--- src/rtl/bal_pkg.sv ---
// Shared types and codes for the banker's allocator.
// No dependencies; the row unit, the top level and both testbench files import this package.
package bal_pkg;

    typedef enum logic [1:0] {
        OP_LOAD_AVAIL = 2'd0,
        OP_LOAD_ROW   = 2'd1,
        OP_REQUEST    = 2'd2,
        OP_RELEASE    = 2'd3
    } t_op;

    typedef enum logic [2:0] {
        ST_LOADED    = 3'd0,
        ST_GRANTED   = 3'd1,
        ST_EXCEEDS   = 3'd2,
        ST_SHORT     = 3'd3,
        ST_RELEASED  = 3'd4,
        ST_EVICTED   = 3'd5,
        ST_UNRECOV   = 3'd6
    } t_status;

    localparam logic CFG_ACT_PROC = 1'b0;
    localparam logic CFG_ACT_RES  = 1'b1;

    localparam int MAX_RES = 4;

    // Flags produced by the row unit for the sequencer.
    typedef struct packed {
        logic       fits;
        logic       over;
        logic       short_av;
        logic [3:0] ovr;
    } t_row_flags;

endpackage

--- src/rtl/bal_if.sv ---
// Handshake interfaces for the allocator: request, result and configuration channels.
// Depends on nothing; payload widths are fixed by the item format.
interface bal_in_if;
    logic       valid;
    logic       ready;
    logic [1:0] operation;
    logic [2:0] pid;
    logic [7:0] amount_0;
    logic [7:0] amount_1;
    logic [7:0] amount_2;
    logic [7:0] amount_3;
    logic [7:0] limit_0;
    logic [7:0] limit_1;
    logic [7:0] limit_2;
    logic [7:0] limit_3;
    modport source (output valid, operation, pid, amount_0, amount_1, amount_2, amount_3,
                    limit_0, limit_1, limit_2, limit_3, input ready);
    modport sink (input valid, operation, pid, amount_0, amount_1, amount_2, amount_3,
                  limit_0, limit_1, limit_2, limit_3, output ready);
endinterface

interface bal_out_if;
    logic       valid;
    logic       ready;
    logic [2:0] status;
    logic [2:0] victim;
    logic [3:0] over_release;
    logic       last;
    modport source (output valid, status, victim, over_release, last, input ready);
    modport sink (input valid, status, victim, over_release, last, output ready);
endinterface

interface bal_cfg_if;
    logic       valid;
    logic       ready;
    logic       index;
    logic [3:0] data;
    modport source (output valid, index, data, input ready);
    modport sink (input valid, index, data, output ready);
endinterface

--- src/rtl/bal_row_unit.sv ---
// Shared row arithmetic: works on one process row, all resource lanes at once.
// Depends on bal_pkg for the flag struct.
module bal_row_unit import bal_pkg::*; #(
    parameter int RESOURCES  = 4,
    parameter int COUNT_BITS = 8,
    parameter int WW         = 12
) (
    input  logic                          i_valid,
    input  logic [2:0]                    i_nr,
    input  logic [7:0]                    i_amt   [MAX_RES],
    input  logic [7:0]                    i_lim   [MAX_RES],
    input  logic [COUNT_BITS-1:0]         i_alloc [RESOURCES],
    input  logic [COUNT_BITS-1:0]         i_claim [RESOURCES],
    input  logic signed [COUNT_BITS:0]    i_need  [RESOURCES],
    input  logic [COUNT_BITS-1:0]         i_avail [RESOURCES],
    input  logic [WW-1:0]                 i_work  [RESOURCES],
    output t_row_flags                    o_flags,
    output logic [COUNT_BITS+1:0]         o_sum,
    output logic [WW-1:0]                 o_work_add   [RESOURCES],
    output logic [COUNT_BITS-1:0]         o_amt_sat    [RESOURCES],
    output logic [COUNT_BITS-1:0]         o_lim_sat    [RESOURCES],
    output logic signed [COUNT_BITS:0]    o_need_load  [RESOURCES],
    output logic [COUNT_BITS-1:0]         o_avail_rel  [RESOURCES],
    output logic [COUNT_BITS-1:0]         o_alloc_rel  [RESOURCES],
    output logic [COUNT_BITS-1:0]         o_avail_evict[RESOURCES],
    output logic [COUNT_BITS-1:0]         o_alloc_grant[RESOURCES],
    output logic [COUNT_BITS-1:0]         o_avail_grant[RESOURCES],
    output logic signed [COUNT_BITS:0]    o_need_grant [RESOURCES]
);

    localparam logic [17:0] CMAX = 18'((1 << COUNT_BITS) - 1);

    function automatic logic [COUNT_BITS-1:0] f_sat(input logic [17:0] v);
        logic [COUNT_BITS-1:0] res;
        if (v > CMAX) begin
            res = '1;
        end else begin
            res = v[COUNT_BITS-1:0];
        end
        return res;
    endfunction

    always_comb begin
        logic [17:0] amt;
        logic [17:0] held;
        logic [17:0] back;
        logic [17:0] ag;
        logic        act;
        o_flags = '0;
        o_flags.fits = 1'b1;
        o_flags.over = !i_valid;
        o_sum = '0;
        for (int r = 0; r < RESOURCES; r++) begin
            act  = 3'(r) < i_nr;
            amt  = 18'(i_amt[r]);
            held = i_valid ? 18'(i_alloc[r]) : 18'd0;
            back = (held < amt) ? held : amt;
            if (act) begin
                if (24'(i_need[r]) > $signed({1'b0, 23'(i_work[r])})) begin
                    o_flags.fits = 1'b0;
                end
                if ($signed({1'b0, amt}) > 19'(i_need[r])) begin
                    o_flags.over = 1'b1;
                end
                if (amt > 18'(i_avail[r])) begin
                    o_flags.short_av = 1'b1;
                end
                if (held < amt) begin
                    o_flags.ovr[r] = 1'b1;
                end
                o_sum = o_sum + (COUNT_BITS+2)'(i_alloc[r]);
            end
            o_work_add[r]    = i_work[r] + WW'(i_alloc[r]);
            o_amt_sat[r]     = f_sat(amt);
            o_lim_sat[r]     = f_sat(18'(i_lim[r]));
            o_need_load[r]   = (COUNT_BITS+1)'($signed({1'b0, f_sat(18'(i_lim[r]))})
                                 - $signed({1'b0, f_sat(amt)}));
            o_avail_rel[r]   = f_sat(18'(i_avail[r]) + back);
            o_alloc_rel[r]   = COUNT_BITS'(held - back);
            o_avail_evict[r] = f_sat(18'(i_avail[r]) + 18'(i_alloc[r]));
            ag               = 18'(i_alloc[r]) + amt;
            o_alloc_grant[r] = f_sat(ag);
            o_avail_grant[r] = COUNT_BITS'(18'(i_avail[r]) - amt);
            o_need_grant[r]  = (COUNT_BITS+1)'($signed({1'b0, i_claim[r]})
                                 - $signed({1'b0, f_sat(ag)}));
        end
    end

endmodule

--- src/rtl/bankers_allocation_with_recovery.sv ---
// Top level of the banker's allocator: channel ports, state tables and the sequencer.
// Depends on bal_pkg, the interfaces in bal_if.sv and the row unit bal_row_unit.
//
//  Channel   Dir  Handshake      Payload
//  i_req     in   valid/ready    operation, pid, amount_0..3, limit_0..3
//  o_res     out  valid/ready    status, victim, over_release, last
//  i_cfg     in   valid/ready    index (0 process count, 1 resource count), data
//
// Loads, releases and rejected requests pass the execute and last states only.
// A request that is granted runs the safety check: one process row per cycle
// through the shared row unit, up to P+1 passes until no process finishes,
// then one row per cycle to find a victim; each eviction restarts the check.
// Reset is synchronous and clears all tables. The block takes no new transaction
// until the last result of the current one has been placed in the output
// register; a stalled consumer simply holds the sequencer where it emits.
module bankers_allocation_with_recovery import bal_pkg::*; #(
    parameter int PROCESSES  = 8,
    parameter int RESOURCES  = 4,
    parameter int COUNT_BITS = 8
) (
    input  logic       i_clk,
    input  logic       i_rst_n,
    bal_in_if.sink     i_req,
    bal_out_if.source  o_res,
    bal_cfg_if.sink    i_cfg
);

    localparam int PIW = (PROCESSES > 1) ? $clog2(PROCESSES) : 1;
    localparam int NPW = $clog2(PROCESSES + 1);
    localparam int WW  = COUNT_BITS + $clog2(PROCESSES + 1);
    localparam int CB  = COUNT_BITS;

    typedef enum logic [6:0] {
        S_IDLE  = 7'b0000001,
        S_EXEC  = 7'b0000010,
        S_SINIT = 7'b0000100,
        S_SCAN  = 7'b0001000,
        S_VSCAN = 7'b0010000,
        S_VDEC  = 7'b0100000,
        S_LAST  = 7'b1000000
    } t_state;

    t_state r_state, n_state;

    // Configuration registers.
    logic [3:0] r_act_proc;
    logic [2:0] r_act_res;

    // Latched transaction.
    logic [1:0] r_op;
    logic [2:0] r_pid;
    logic [7:0] r_amt [MAX_RES];
    logic [7:0] r_lim [MAX_RES];

    // Allocator state.
    logic [CB-1:0]        r_avail [RESOURCES];
    logic [CB-1:0]        r_alloc [PROCESSES][RESOURCES];
    logic [CB-1:0]        r_claim [PROCESSES][RESOURCES];
    logic signed [CB:0]   r_need  [PROCESSES][RESOURCES];
    logic [WW-1:0]        r_work  [RESOURCES];
    logic [PROCESSES-1:0] r_done;

    // Sequencer registers.
    logic [PIW-1:0] r_idx;
    logic [NPW-1:0] r_count;
    logic           r_progress;
    logic [CB+1:0]  r_best;
    logic [PIW-1:0] r_victim;

    // Pending result and output register.
    logic [2:0] r_pstatus;
    logic [2:0] r_pvictim;
    logic [3:0] r_povr;
    logic       r_ovalid;
    logic [2:0] r_ostatus;
    logic [2:0] r_ovictim;
    logic [3:0] r_oovr;
    logic       r_olast;

    logic [NPW-1:0] np;
    logic [2:0]     nr;
    logic           pid_ok;
    logic [PIW-1:0] pid_idx;
    logic           can_emit;
    logic           at_end;
    logic           take;

    t_row_flags          flags;
    logic [CB+1:0]       row_sum;
    logic [WW-1:0]       work_add    [RESOURCES];
    logic [CB-1:0]       amt_sat     [RESOURCES];
    logic [CB-1:0]       lim_sat     [RESOURCES];
    logic signed [CB:0]  need_load   [RESOURCES];
    logic [CB-1:0]       avail_rel   [RESOURCES];
    logic [CB-1:0]       alloc_rel   [RESOURCES];
    logic [CB-1:0]       avail_evict [RESOURCES];
    logic [CB-1:0]       alloc_grant [RESOURCES];
    logic [CB-1:0]       avail_grant [RESOURCES];
    logic signed [CB:0]  need_grant  [RESOURCES];

    // A register value of zero acts as one; values past the parameter clamp to it.
    always_comb begin
        logic [7:0] pid8;
        if (r_act_proc == 4'd0) begin
            np = NPW'(1);
        end else if (6'(r_act_proc) > 6'(PROCESSES)) begin
            np = NPW'(PROCESSES);
        end else begin
            np = NPW'(r_act_proc);
        end
        if (r_act_res == 3'd0) begin
            nr = 3'd1;
        end else if (r_act_res > 3'(RESOURCES)) begin
            nr = 3'(RESOURCES);
        end else begin
            nr = r_act_res;
        end
        pid_ok  = 6'(r_pid) < 6'(np);
        // Row index for an incoming transaction; an inactive pid points at row zero.
        pid8    = (6'(i_req.pid) < 6'(np)) ? {5'd0, i_req.pid} : 8'd0;
        pid_idx = pid8[PIW-1:0];
    end

    assign can_emit = !r_ovalid || o_res.ready;
    assign at_end   = 6'(r_idx) == 6'(np - NPW'(1));
    assign take     = !r_done[r_idx] && flags.fits;

    bal_row_unit #(
        .RESOURCES  (RESOURCES),
        .COUNT_BITS (COUNT_BITS),
        .WW         (WW)
    ) u_row (
        .i_valid       (pid_ok),
        .i_nr          (nr),
        .i_amt         (r_amt),
        .i_lim         (r_lim),
        .i_alloc       (r_alloc[r_idx]),
        .i_claim       (r_claim[r_idx]),
        .i_need        (r_need[r_idx]),
        .i_avail       (r_avail),
        .i_work        (r_work),
        .o_flags       (flags),
        .o_sum         (row_sum),
        .o_work_add    (work_add),
        .o_amt_sat     (amt_sat),
        .o_lim_sat     (lim_sat),
        .o_need_load   (need_load),
        .o_avail_rel   (avail_rel),
        .o_alloc_rel   (alloc_rel),
        .o_avail_evict (avail_evict),
        .o_alloc_grant (alloc_grant),
        .o_avail_grant (avail_grant),
        .o_need_grant  (need_grant)
    );

    assign i_req.ready = (r_state == S_IDLE);
    assign i_cfg.ready = 1'b1;

    assign o_res.valid        = r_ovalid;
    assign o_res.status       = r_ostatus;
    assign o_res.victim       = r_ovictim;
    assign o_res.over_release = r_oovr;
    assign o_res.last         = r_olast;

    // Next state of the sequencer.
    always_comb begin
        n_state = r_state;
        case (r_state)
            S_IDLE: begin
                if (i_req.valid) begin
                    n_state = S_EXEC;
                end
            end
            S_EXEC: begin
                if (r_op == OP_REQUEST && !flags.over && !flags.short_av) begin
                    n_state = S_SINIT;
                end else begin
                    n_state = S_LAST;
                end
            end
            S_SINIT: n_state = S_SCAN;
            S_SCAN: begin
                if (at_end && !(r_progress || take)) begin
                    n_state = (r_count == np) ? S_LAST : S_VSCAN;
                end
            end
            S_VSCAN: begin
                if (at_end) begin
                    n_state = S_VDEC;
                end
            end
            S_VDEC: begin
                if (can_emit) begin
                    n_state = (r_best == '0) ? S_LAST : S_SINIT;
                end
            end
            S_LAST: begin
                if (can_emit) begin
                    n_state = S_IDLE;
                end
            end
            default: n_state = S_IDLE;
        endcase
    end

    always_ff @(posedge i_clk) begin
        if (!i_rst_n) begin
            r_state    <= S_IDLE;
            r_act_proc <= 4'd8;
            r_act_res  <= 3'd4;
            r_ovalid   <= 1'b0;
            r_idx      <= '0;
            r_count    <= '0;
            r_progress <= 1'b0;
            r_best     <= '0;
            r_victim   <= '0;
            r_done     <= '0;
            for (int r = 0; r < RESOURCES; r++) begin
                r_avail[r] <= '0;
                r_work[r]  <= '0;
                for (int p = 0; p < PROCESSES; p++) begin
                    r_alloc[p][r] <= '0;
                    r_claim[p][r] <= '0;
                    r_need[p][r]  <= '0;
                end
            end
        end else begin
            r_state <= n_state;

            if (i_cfg.valid) begin
                if (i_cfg.index == CFG_ACT_PROC) begin
                    r_act_proc <= i_cfg.data;
                end else begin
                    r_act_res <= i_cfg.data[2:0];
                end
            end

            // The output register empties when taken, unless a new result
            // is loaded into it at the same edge.
            if (r_ovalid && o_res.ready
                && !(can_emit && (r_state == S_VDEC || r_state == S_LAST))) begin
                r_ovalid <= 1'b0;
            end

            case (r_state)
                S_IDLE: begin
                    if (i_req.valid) begin
                        r_op     <= i_req.operation;
                        r_pid    <= i_req.pid;
                        r_idx    <= pid_idx;
                        r_amt[0] <= i_req.amount_0;
                        r_amt[1] <= i_req.amount_1;
                        r_amt[2] <= i_req.amount_2;
                        r_amt[3] <= i_req.amount_3;
                        r_lim[0] <= i_req.limit_0;
                        r_lim[1] <= i_req.limit_1;
                        r_lim[2] <= i_req.limit_2;
                        r_lim[3] <= i_req.limit_3;
                    end
                end
                S_EXEC: begin
                    r_pvictim <= 3'd0;
                    case (r_op)
                        OP_LOAD_AVAIL: begin
                            r_pstatus <= ST_LOADED;
                            r_povr    <= 4'd0;
                            for (int r = 0; r < RESOURCES; r++) begin
                                if (3'(r) < nr) begin
                                    r_avail[r] <= amt_sat[r];
                                end
                            end
                        end
                        OP_LOAD_ROW: begin
                            r_pstatus <= ST_LOADED;
                            r_povr    <= 4'd0;
                            for (int r = 0; r < RESOURCES; r++) begin
                                if (pid_ok && 3'(r) < nr) begin
                                    r_claim[r_idx][r] <= lim_sat[r];
                                    r_alloc[r_idx][r] <= amt_sat[r];
                                    r_need[r_idx][r]  <= need_load[r];
                                end
                            end
                        end
                        OP_RELEASE: begin
                            r_pstatus <= ST_RELEASED;
                            r_povr    <= flags.ovr;
                            for (int r = 0; r < RESOURCES; r++) begin
                                if (pid_ok && 3'(r) < nr) begin
                                    r_avail[r]        <= avail_rel[r];
                                    r_alloc[r_idx][r] <= alloc_rel[r];
                                end
                            end
                        end
                        OP_REQUEST: begin
                            r_povr <= 4'd0;
                            if (flags.over) begin
                                r_pstatus <= ST_EXCEEDS;
                            end else if (flags.short_av) begin
                                r_pstatus <= ST_SHORT;
                            end else begin
                                r_pstatus <= ST_GRANTED;
                                for (int r = 0; r < RESOURCES; r++) begin
                                    if (3'(r) < nr) begin
                                        r_avail[r]        <= avail_grant[r];
                                        r_alloc[r_idx][r] <= alloc_grant[r];
                                        r_need[r_idx][r]  <= need_grant[r];
                                    end
                                end
                            end
                        end
                        default: begin
                            r_pstatus <= ST_LOADED;
                            r_povr    <= 4'd0;
                        end
                    endcase
                end
                S_SINIT: begin
                    // Start a fresh safety check from the current available vector.
                    for (int r = 0; r < RESOURCES; r++) begin
                        r_work[r] <= WW'(r_avail[r]);
                    end
                    r_done     <= '0;
                    r_idx      <= '0;
                    r_count    <= '0;
                    r_progress <= 1'b0;
                end
                S_SCAN: begin
                    if (take) begin
                        r_done[r_idx] <= 1'b1;
                        r_work        <= work_add;
                        r_count       <= r_count + NPW'(1);
                    end
                    if (at_end) begin
                        r_idx      <= '0;
                        r_progress <= 1'b0;
                        r_best     <= '0;
                        r_victim   <= '0;
                    end else begin
                        r_idx      <= r_idx + PIW'(1);
                        r_progress <= r_progress || take;
                    end
                end
                S_VSCAN: begin
                    // Largest allocation sum wins; a tie keeps the earlier process.
                    if (row_sum > r_best) begin
                        r_best   <= row_sum;
                        r_victim <= r_idx;
                    end
                    if (at_end) begin
                        r_idx <= (row_sum > r_best) ? r_idx : r_victim;
                    end else begin
                        r_idx <= r_idx + PIW'(1);
                    end
                end
                S_VDEC: begin
                    if (can_emit) begin
                        r_ovalid  <= 1'b1;
                        r_ostatus <= r_pstatus;
                        r_ovictim <= r_pvictim;
                        r_oovr    <= r_povr;
                        r_olast   <= 1'b0;
                        r_povr    <= 4'd0;
                        if (r_best == '0) begin
                            r_pstatus <= ST_UNRECOV;
                            r_pvictim <= 3'd0;
                        end else begin
                            r_pstatus <= ST_EVICTED;
                            r_pvictim <= 3'(r_idx);
                            for (int r = 0; r < RESOURCES; r++) begin
                                if (3'(r) < nr) begin
                                    r_avail[r]        <= avail_evict[r];
                                    r_alloc[r_idx][r] <= '0;
                                    r_need[r_idx][r]  <= $signed({1'b0, r_claim[r_idx][r]});
                                end
                            end
                        end
                    end
                end
                S_LAST: begin
                    if (can_emit) begin
                        r_ovalid  <= 1'b1;
                        r_ostatus <= r_pstatus;
                        r_ovictim <= r_pvictim;
                        r_oovr    <= r_povr;
                        r_olast   <= 1'b1;
                    end
                end
                default: r_idx <= '0;
            endcase
        end
    end

endmodule

--- src/flat_wrapper.sv ---
// flat-port wrapper written by rule: the top's interface ports become plain ports
module bankers_allocation_with_recovery_flat import bal_pkg::*;
#(
    parameter int PROCESSES  = 8,
    parameter int RESOURCES  = 4,
    parameter int COUNT_BITS = 8
)
  (i_clk, i_rst_n, i_req_valid, i_req_operation, i_req_pid, i_req_amount_0, i_req_amount_1, i_req_amount_2, i_req_amount_3, i_req_limit_0, i_req_limit_1, i_req_limit_2, i_req_limit_3, i_req_ready, o_res_valid, o_res_status, o_res_victim, o_res_over_release, o_res_last, o_res_ready, i_cfg_valid, i_cfg_index, i_cfg_data, i_cfg_ready);
  bal_in_if i_req_i ();
  bal_out_if o_res_i ();
  bal_cfg_if i_cfg_i ();
  input  logic i_clk;
  input  logic i_rst_n;
  input wire logic [$bits(i_req_i.valid)-1:0] i_req_valid;
  input wire logic [$bits(i_req_i.operation)-1:0] i_req_operation;
  input wire logic [$bits(i_req_i.pid)-1:0] i_req_pid;
  input wire logic [$bits(i_req_i.amount_0)-1:0] i_req_amount_0;
  input wire logic [$bits(i_req_i.amount_1)-1:0] i_req_amount_1;
  input wire logic [$bits(i_req_i.amount_2)-1:0] i_req_amount_2;
  input wire logic [$bits(i_req_i.amount_3)-1:0] i_req_amount_3;
  input wire logic [$bits(i_req_i.limit_0)-1:0] i_req_limit_0;
  input wire logic [$bits(i_req_i.limit_1)-1:0] i_req_limit_1;
  input wire logic [$bits(i_req_i.limit_2)-1:0] i_req_limit_2;
  input wire logic [$bits(i_req_i.limit_3)-1:0] i_req_limit_3;
  output wire logic [$bits(i_req_i.ready)-1:0] i_req_ready;
  output wire logic [$bits(o_res_i.valid)-1:0] o_res_valid;
  output wire logic [$bits(o_res_i.status)-1:0] o_res_status;
  output wire logic [$bits(o_res_i.victim)-1:0] o_res_victim;
  output wire logic [$bits(o_res_i.over_release)-1:0] o_res_over_release;
  output wire logic [$bits(o_res_i.last)-1:0] o_res_last;
  input wire logic [$bits(o_res_i.ready)-1:0] o_res_ready;
  input wire logic [$bits(i_cfg_i.valid)-1:0] i_cfg_valid;
  input wire logic [$bits(i_cfg_i.index)-1:0] i_cfg_index;
  input wire logic [$bits(i_cfg_i.data)-1:0] i_cfg_data;
  output wire logic [$bits(i_cfg_i.ready)-1:0] i_cfg_ready;
  assign i_req_i.valid = i_req_valid;
  assign i_req_i.operation = i_req_operation;
  assign i_req_i.pid = i_req_pid;
  assign i_req_i.amount_0 = i_req_amount_0;
  assign i_req_i.amount_1 = i_req_amount_1;
  assign i_req_i.amount_2 = i_req_amount_2;
  assign i_req_i.amount_3 = i_req_amount_3;
  assign i_req_i.limit_0 = i_req_limit_0;
  assign i_req_i.limit_1 = i_req_limit_1;
  assign i_req_i.limit_2 = i_req_limit_2;
  assign i_req_i.limit_3 = i_req_limit_3;
  assign i_req_ready = i_req_i.ready;
  assign o_res_valid = o_res_i.valid;
  assign o_res_status = o_res_i.status;
  assign o_res_victim = o_res_i.victim;
  assign o_res_over_release = o_res_i.over_release;
  assign o_res_last = o_res_i.last;
  assign o_res_i.ready = o_res_ready;
  assign i_cfg_i.valid = i_cfg_valid;
  assign i_cfg_i.index = i_cfg_index;
  assign i_cfg_i.data = i_cfg_data;
  assign i_cfg_ready = i_cfg_i.ready;
  bankers_allocation_with_recovery #(.PROCESSES(PROCESSES), .RESOURCES(RESOURCES), .COUNT_BITS(COUNT_BITS)) u_core (.i_clk(i_clk), .i_rst_n(i_rst_n), .i_req(i_req_i), .o_res(o_res_i), .i_cfg(i_cfg_i));
endmodule
--- config.mk ---
export PLATFORM = sky130hd
export DESIGN_NAME = bankers_allocation_with_recovery_flat
export DESIGN_NICKNAME = d
export VERILOG_FILES = /design/src/rtl/bal_pkg.sv /design/src/rtl/bal_if.sv /design/src/rtl/bal_row_unit.sv /design/src/rtl/bankers_allocation_with_recovery.sv /design/src/flat_wrapper.sv
export SDC_FILE = /design/constraint.sdc
export NUM_CORES = 2
export LEC_CHECK = 0
export BUFFER_PORTS_ARGS = -buffer_cell sky130_fd_sc_hd__buf_2
export CORE_MARGIN = 5
export CORE_UTILIZATION = 57
export CTS_CLUSTER_SIZE = 20
export DETAILED_ROUTE_END_ITERATION = 10
export HOLD_SLACK_MARGIN = 0.03
export PLACE_DENSITY = 0.73
export RECOVER_POWER = 25
export SYNTH_ARGS = -nofsm -noshare
export SYNTH_HDL_FRONTEND = slang
export SYNTH_SLANG_ARGS = --single-unit
--- constraint.sdc ---
create_clock -name i_clk -period 9.7 [get_ports i_clk]
set_clock_uncertainty 0.1 [all_clocks]
set_input_delay 0.485 -clock i_clk [delete_from_list [all_inputs] [get_ports i_clk]]
set_output_delay 0.485 -clock i_clk [all_outputs]
set_load 0.05 [all_outputs]
==> results.md <==
* Top-count cell post-synth: nor2_1
* Initial antenna violation count at 4
* Number of port buffers at 91
* DP Wirelength at between 100 and 150 mm
* Int Pwr at 9.13 mW
* Synthesis Warnings at 0
* Clock power frac at 31.2%
* Core area at between 100000 and 150000 sq um
* Worst Reg-to-Reg Cells at 31
* Top Family by Delay on Critical Path: compound AO/OA/AOI/OAI gates
* Crit path max-delay cell type: nor4_1
* Fillers at 7941
* Reg2reg setup slack at 0.80 ns
* WP data required at 10.23 ns
* Vias in the first global route at 43797
* DR vias at 45371
* FF-to-FF End: u_core.r_best[7]
* RePlAce Congestion at 0.949
* Final period utilization at between 90% and 100%
* Die Ht at roughly 330 um
* Place WS at just under 1 ns
* Mapped cell area at 59600 sq um
* Arr. time, crit path at approximately 9.4 ns
* Fin nets at a little over 6000
* Num CTS Buffers at 107
* Logic gate share of total power at 32.1%
* Clock tree buffer depth at 3
* Tot Pwr at 13.7 mW
* Pin count of the biggest net entering global routing at 90
* # setup viols final at 0
* Count of state elements after synthesis at 1017
* Setup ws final at 0.796 ns
* WHS Endpoint: u_core.o_res.valid
* Post-Synthesis Cells at between 5000 and 6000
* I/O pin total at 93
* Fmax at 0.112 GHz
* Post-DRT Antenna Nets at 0
* Yosys top cell by area: edfxtp_1
* Post-synth top cells: nor2_1, edfxtp_1, ha_1
* Area Growth Syn to Fin at 10.7%
* Min-delay src: o_res_ready
* Hold depth at 3
* Worst-Margin Slew at 3.27 ns
* Syn_area_per_cell at 11.1 sq um
* Post-CTS Setup Bufs at 0
* Clock sink count at 1017
* Minimum hold slack at 0.289 ns
* Multi-input gate area at 28400 sq um
* Post-synth EDFFs at 890
* Initial Util at 57.5%
* Startpoint types: flip-flop
* Buf/Inv on CP at 1
* Cell row count at 118
* Routed len/inst at 26.1 um
* Routed wire length at 183 mm
* Sequential area share after synthesis at 49.1%
* First-pass GRT wire length at 273 mm
* Hold Path Class: in -> reg
* Post-synth top area share at 44.8%
* Sequential share of power at 36.7%
* Primary FF master, synth: edfxtp_1
* Crit path time final at 8.90 ns
* Iteration count of the initial detailed-routing pass at 6
* Relative slew slack at -118%
* Setup crit end kind: flip-flop
* Die Area at 111000 sq um
* Gr ovfl total at 0
* Worst Setup Path Type: reg -> reg
* RSZ-0062 raised after global routing: false
* Clock Latency Late Sink at 0.75 ns
* Syn_nets at approximately 5900
* Share of layout cells above drive strength 1 at 12.2%
* Worst-path clk slew at around 0.06 ns
* Sw Share at 33.4%
* Post-layout util at 63.6%
* Violated checks: max-capacitance violations, max-slew violations
* CP peak stage delay at 0.78 ns
* Initial DRC count at slightly below 6000
* Max Slew Vio Count at 416
* Reg area at 29300 sq um
* Most Frequent Cell on Critical Path: nor2_1
* CP max FO at 25
* # resized after CTS at 0
* Fin. Hold Viols at 0
* Gr usage total at between 30% and 40%
* DR DRC count at 0
* H-tree levels at 3
* Maxcap violations at 11
* Power per standard cell area at slightly above 200 nW/um^2
* Die extent in x at roughly 330 um
* Netlist cell types at 92
* NetSw at around 4.6 mW
* Static Leak at 25.6 nW
* Maximum vdd drop at 0.173 mV
* Largest cells by area after synthesis: edfxtp_1, ha_1, mux4_2
* Final setup TNS at 0 ns
* Root Buffer: clkbuf_16
* Synth async-reset ratio at 0%
* Vias per inst at 6.48
* Status: complete, but fails checks
* CTS tree: built
## cell usage in the layout (no fill, tap or decap), drive strengths merged, types with 59 or more instances in the layout
cell type,instances
nor3,83
and3,67
dfxtp,127
nand2,381
mux2,69
o21ai,251
nor2,1000
buf,168
mux2i,88
nand3,66
xnor2,131
nor2b,71
inv,268
edfxtp,890
nor4,97
a21oi,237
ha,407
clkbuf,171
mux4,202
a21o,107
a211oi,59
dlygate4sd3,77
## how the worst max path moves through the flow
stage | slack (ns) | from | end | cells after the start
final | 0.80 | flip-flop | u_core.r_best[7] | 31
after global routing | 0.20 | flip-flop | u_core.r_best[7] | 31
after CTS | 0.91 | flip-flop | u_core.r_best[7] | 31
after detailed placement | 0.99 | flip-flop | u_core.r_best[7] | 31
after global placement | 1.02 | flip-flop | u_core.r_best[7] | 31
after floorplan | 1.03 | flip-flop | u_core.r_best[7] | 38
## sequential cells by signal (all words and copies together), names as in the netlist, 4 cells and up, named ones only
signal,flops
u_core.r_need,288
u_core.r_alloc,256
u_core.r_claim,256
u_core.r_work,48
u_core.r_amt,32
u_core.r_avail,32
u_core.r_lim,32
u_core.r_best,10
u_core.r_done,8
u_core.r_state,7
u_core.o_res.over_release,4
u_core.r_act_proc,4
u_core.r_count,4
u_core.r_povr,4
## stage by stage
stage / area [sq um] / cells
after global placement: 61700 / 6721
after detailed placement: 61700 / 6721
after CTS: 66100 / 7000
final: 66000 / 7003
after floorplan: 59600 / 5392
after global routing: 66000 / 7000
## layout make-up
class / count / area share, %
clock buffer: 133 / 4.25
multi-input combinational: 3853 / 43.0
sequential: 1017 / 44.3
clock inverter: 69 / 1.28
inverter: 265 / 1.51
timing repair buffer: 283 / 3.03
antenna: 3 / 0.0114
tap: 1380 / 2.61
## kinds of logic after synthesis
group                      synth area share, %
muxes                                     10.4
AOI/OAI and AO/OA                         10.2
DFF                                       49.1
xor gates and xnor gates                  2.70
and+or+nand+nor                           14.4
buffers and inverters                     3.48
adders and majority gates                 9.77
other                                  0.00629
## power groups by stage
stage | combinational (mW) | sequential [mW] | clock [mW]
6_report | 4.40 | 5.02 | 4.28
4_1_cts | 4.31 | 5.01 | 4.30
3_5_place_dp | 4.25 | 5.11 | 0
5_1_grt | 4.77 | 5.03 | 4.48
2_1_floorplan | 3.15 | 5.03 | 0
3_3_place_gp | 4.18 | 5.10 | 0
## routing by layer
| layer | track usage (%) | up-vias | part of all wire [%] |
|---|---|---|---|
| met5 | 0 | - | 0.015 |
| met4 | 12.6 | 4 | 4.6 |
| met3 | 7.78 | 481 | 12 |
| met2 | 49.8 | 2760 | 45 |
| met1 | 44.6 | 22055 | 39 |
| li1 | - | 20071 | - |
## repair_timing
action | in CTS | in global routing
endpoints found under the setup margin | 0 | 0
endpoints found under the hold margin | 77 | 0
hold buffers | 77 | 0
## worst register-to-register path: cells and delay by family (launching register included)
family | cells | cell delay, ns
simple gates | 9 | 2.24
compound gates | 13 | 2.49
flops | 1 | 0.66
fa+ha+maj | 6 | 2.16
mux | 2 | 0.92
buf+inv | 1 | 0.27
(Power assumes the default switching activity.)
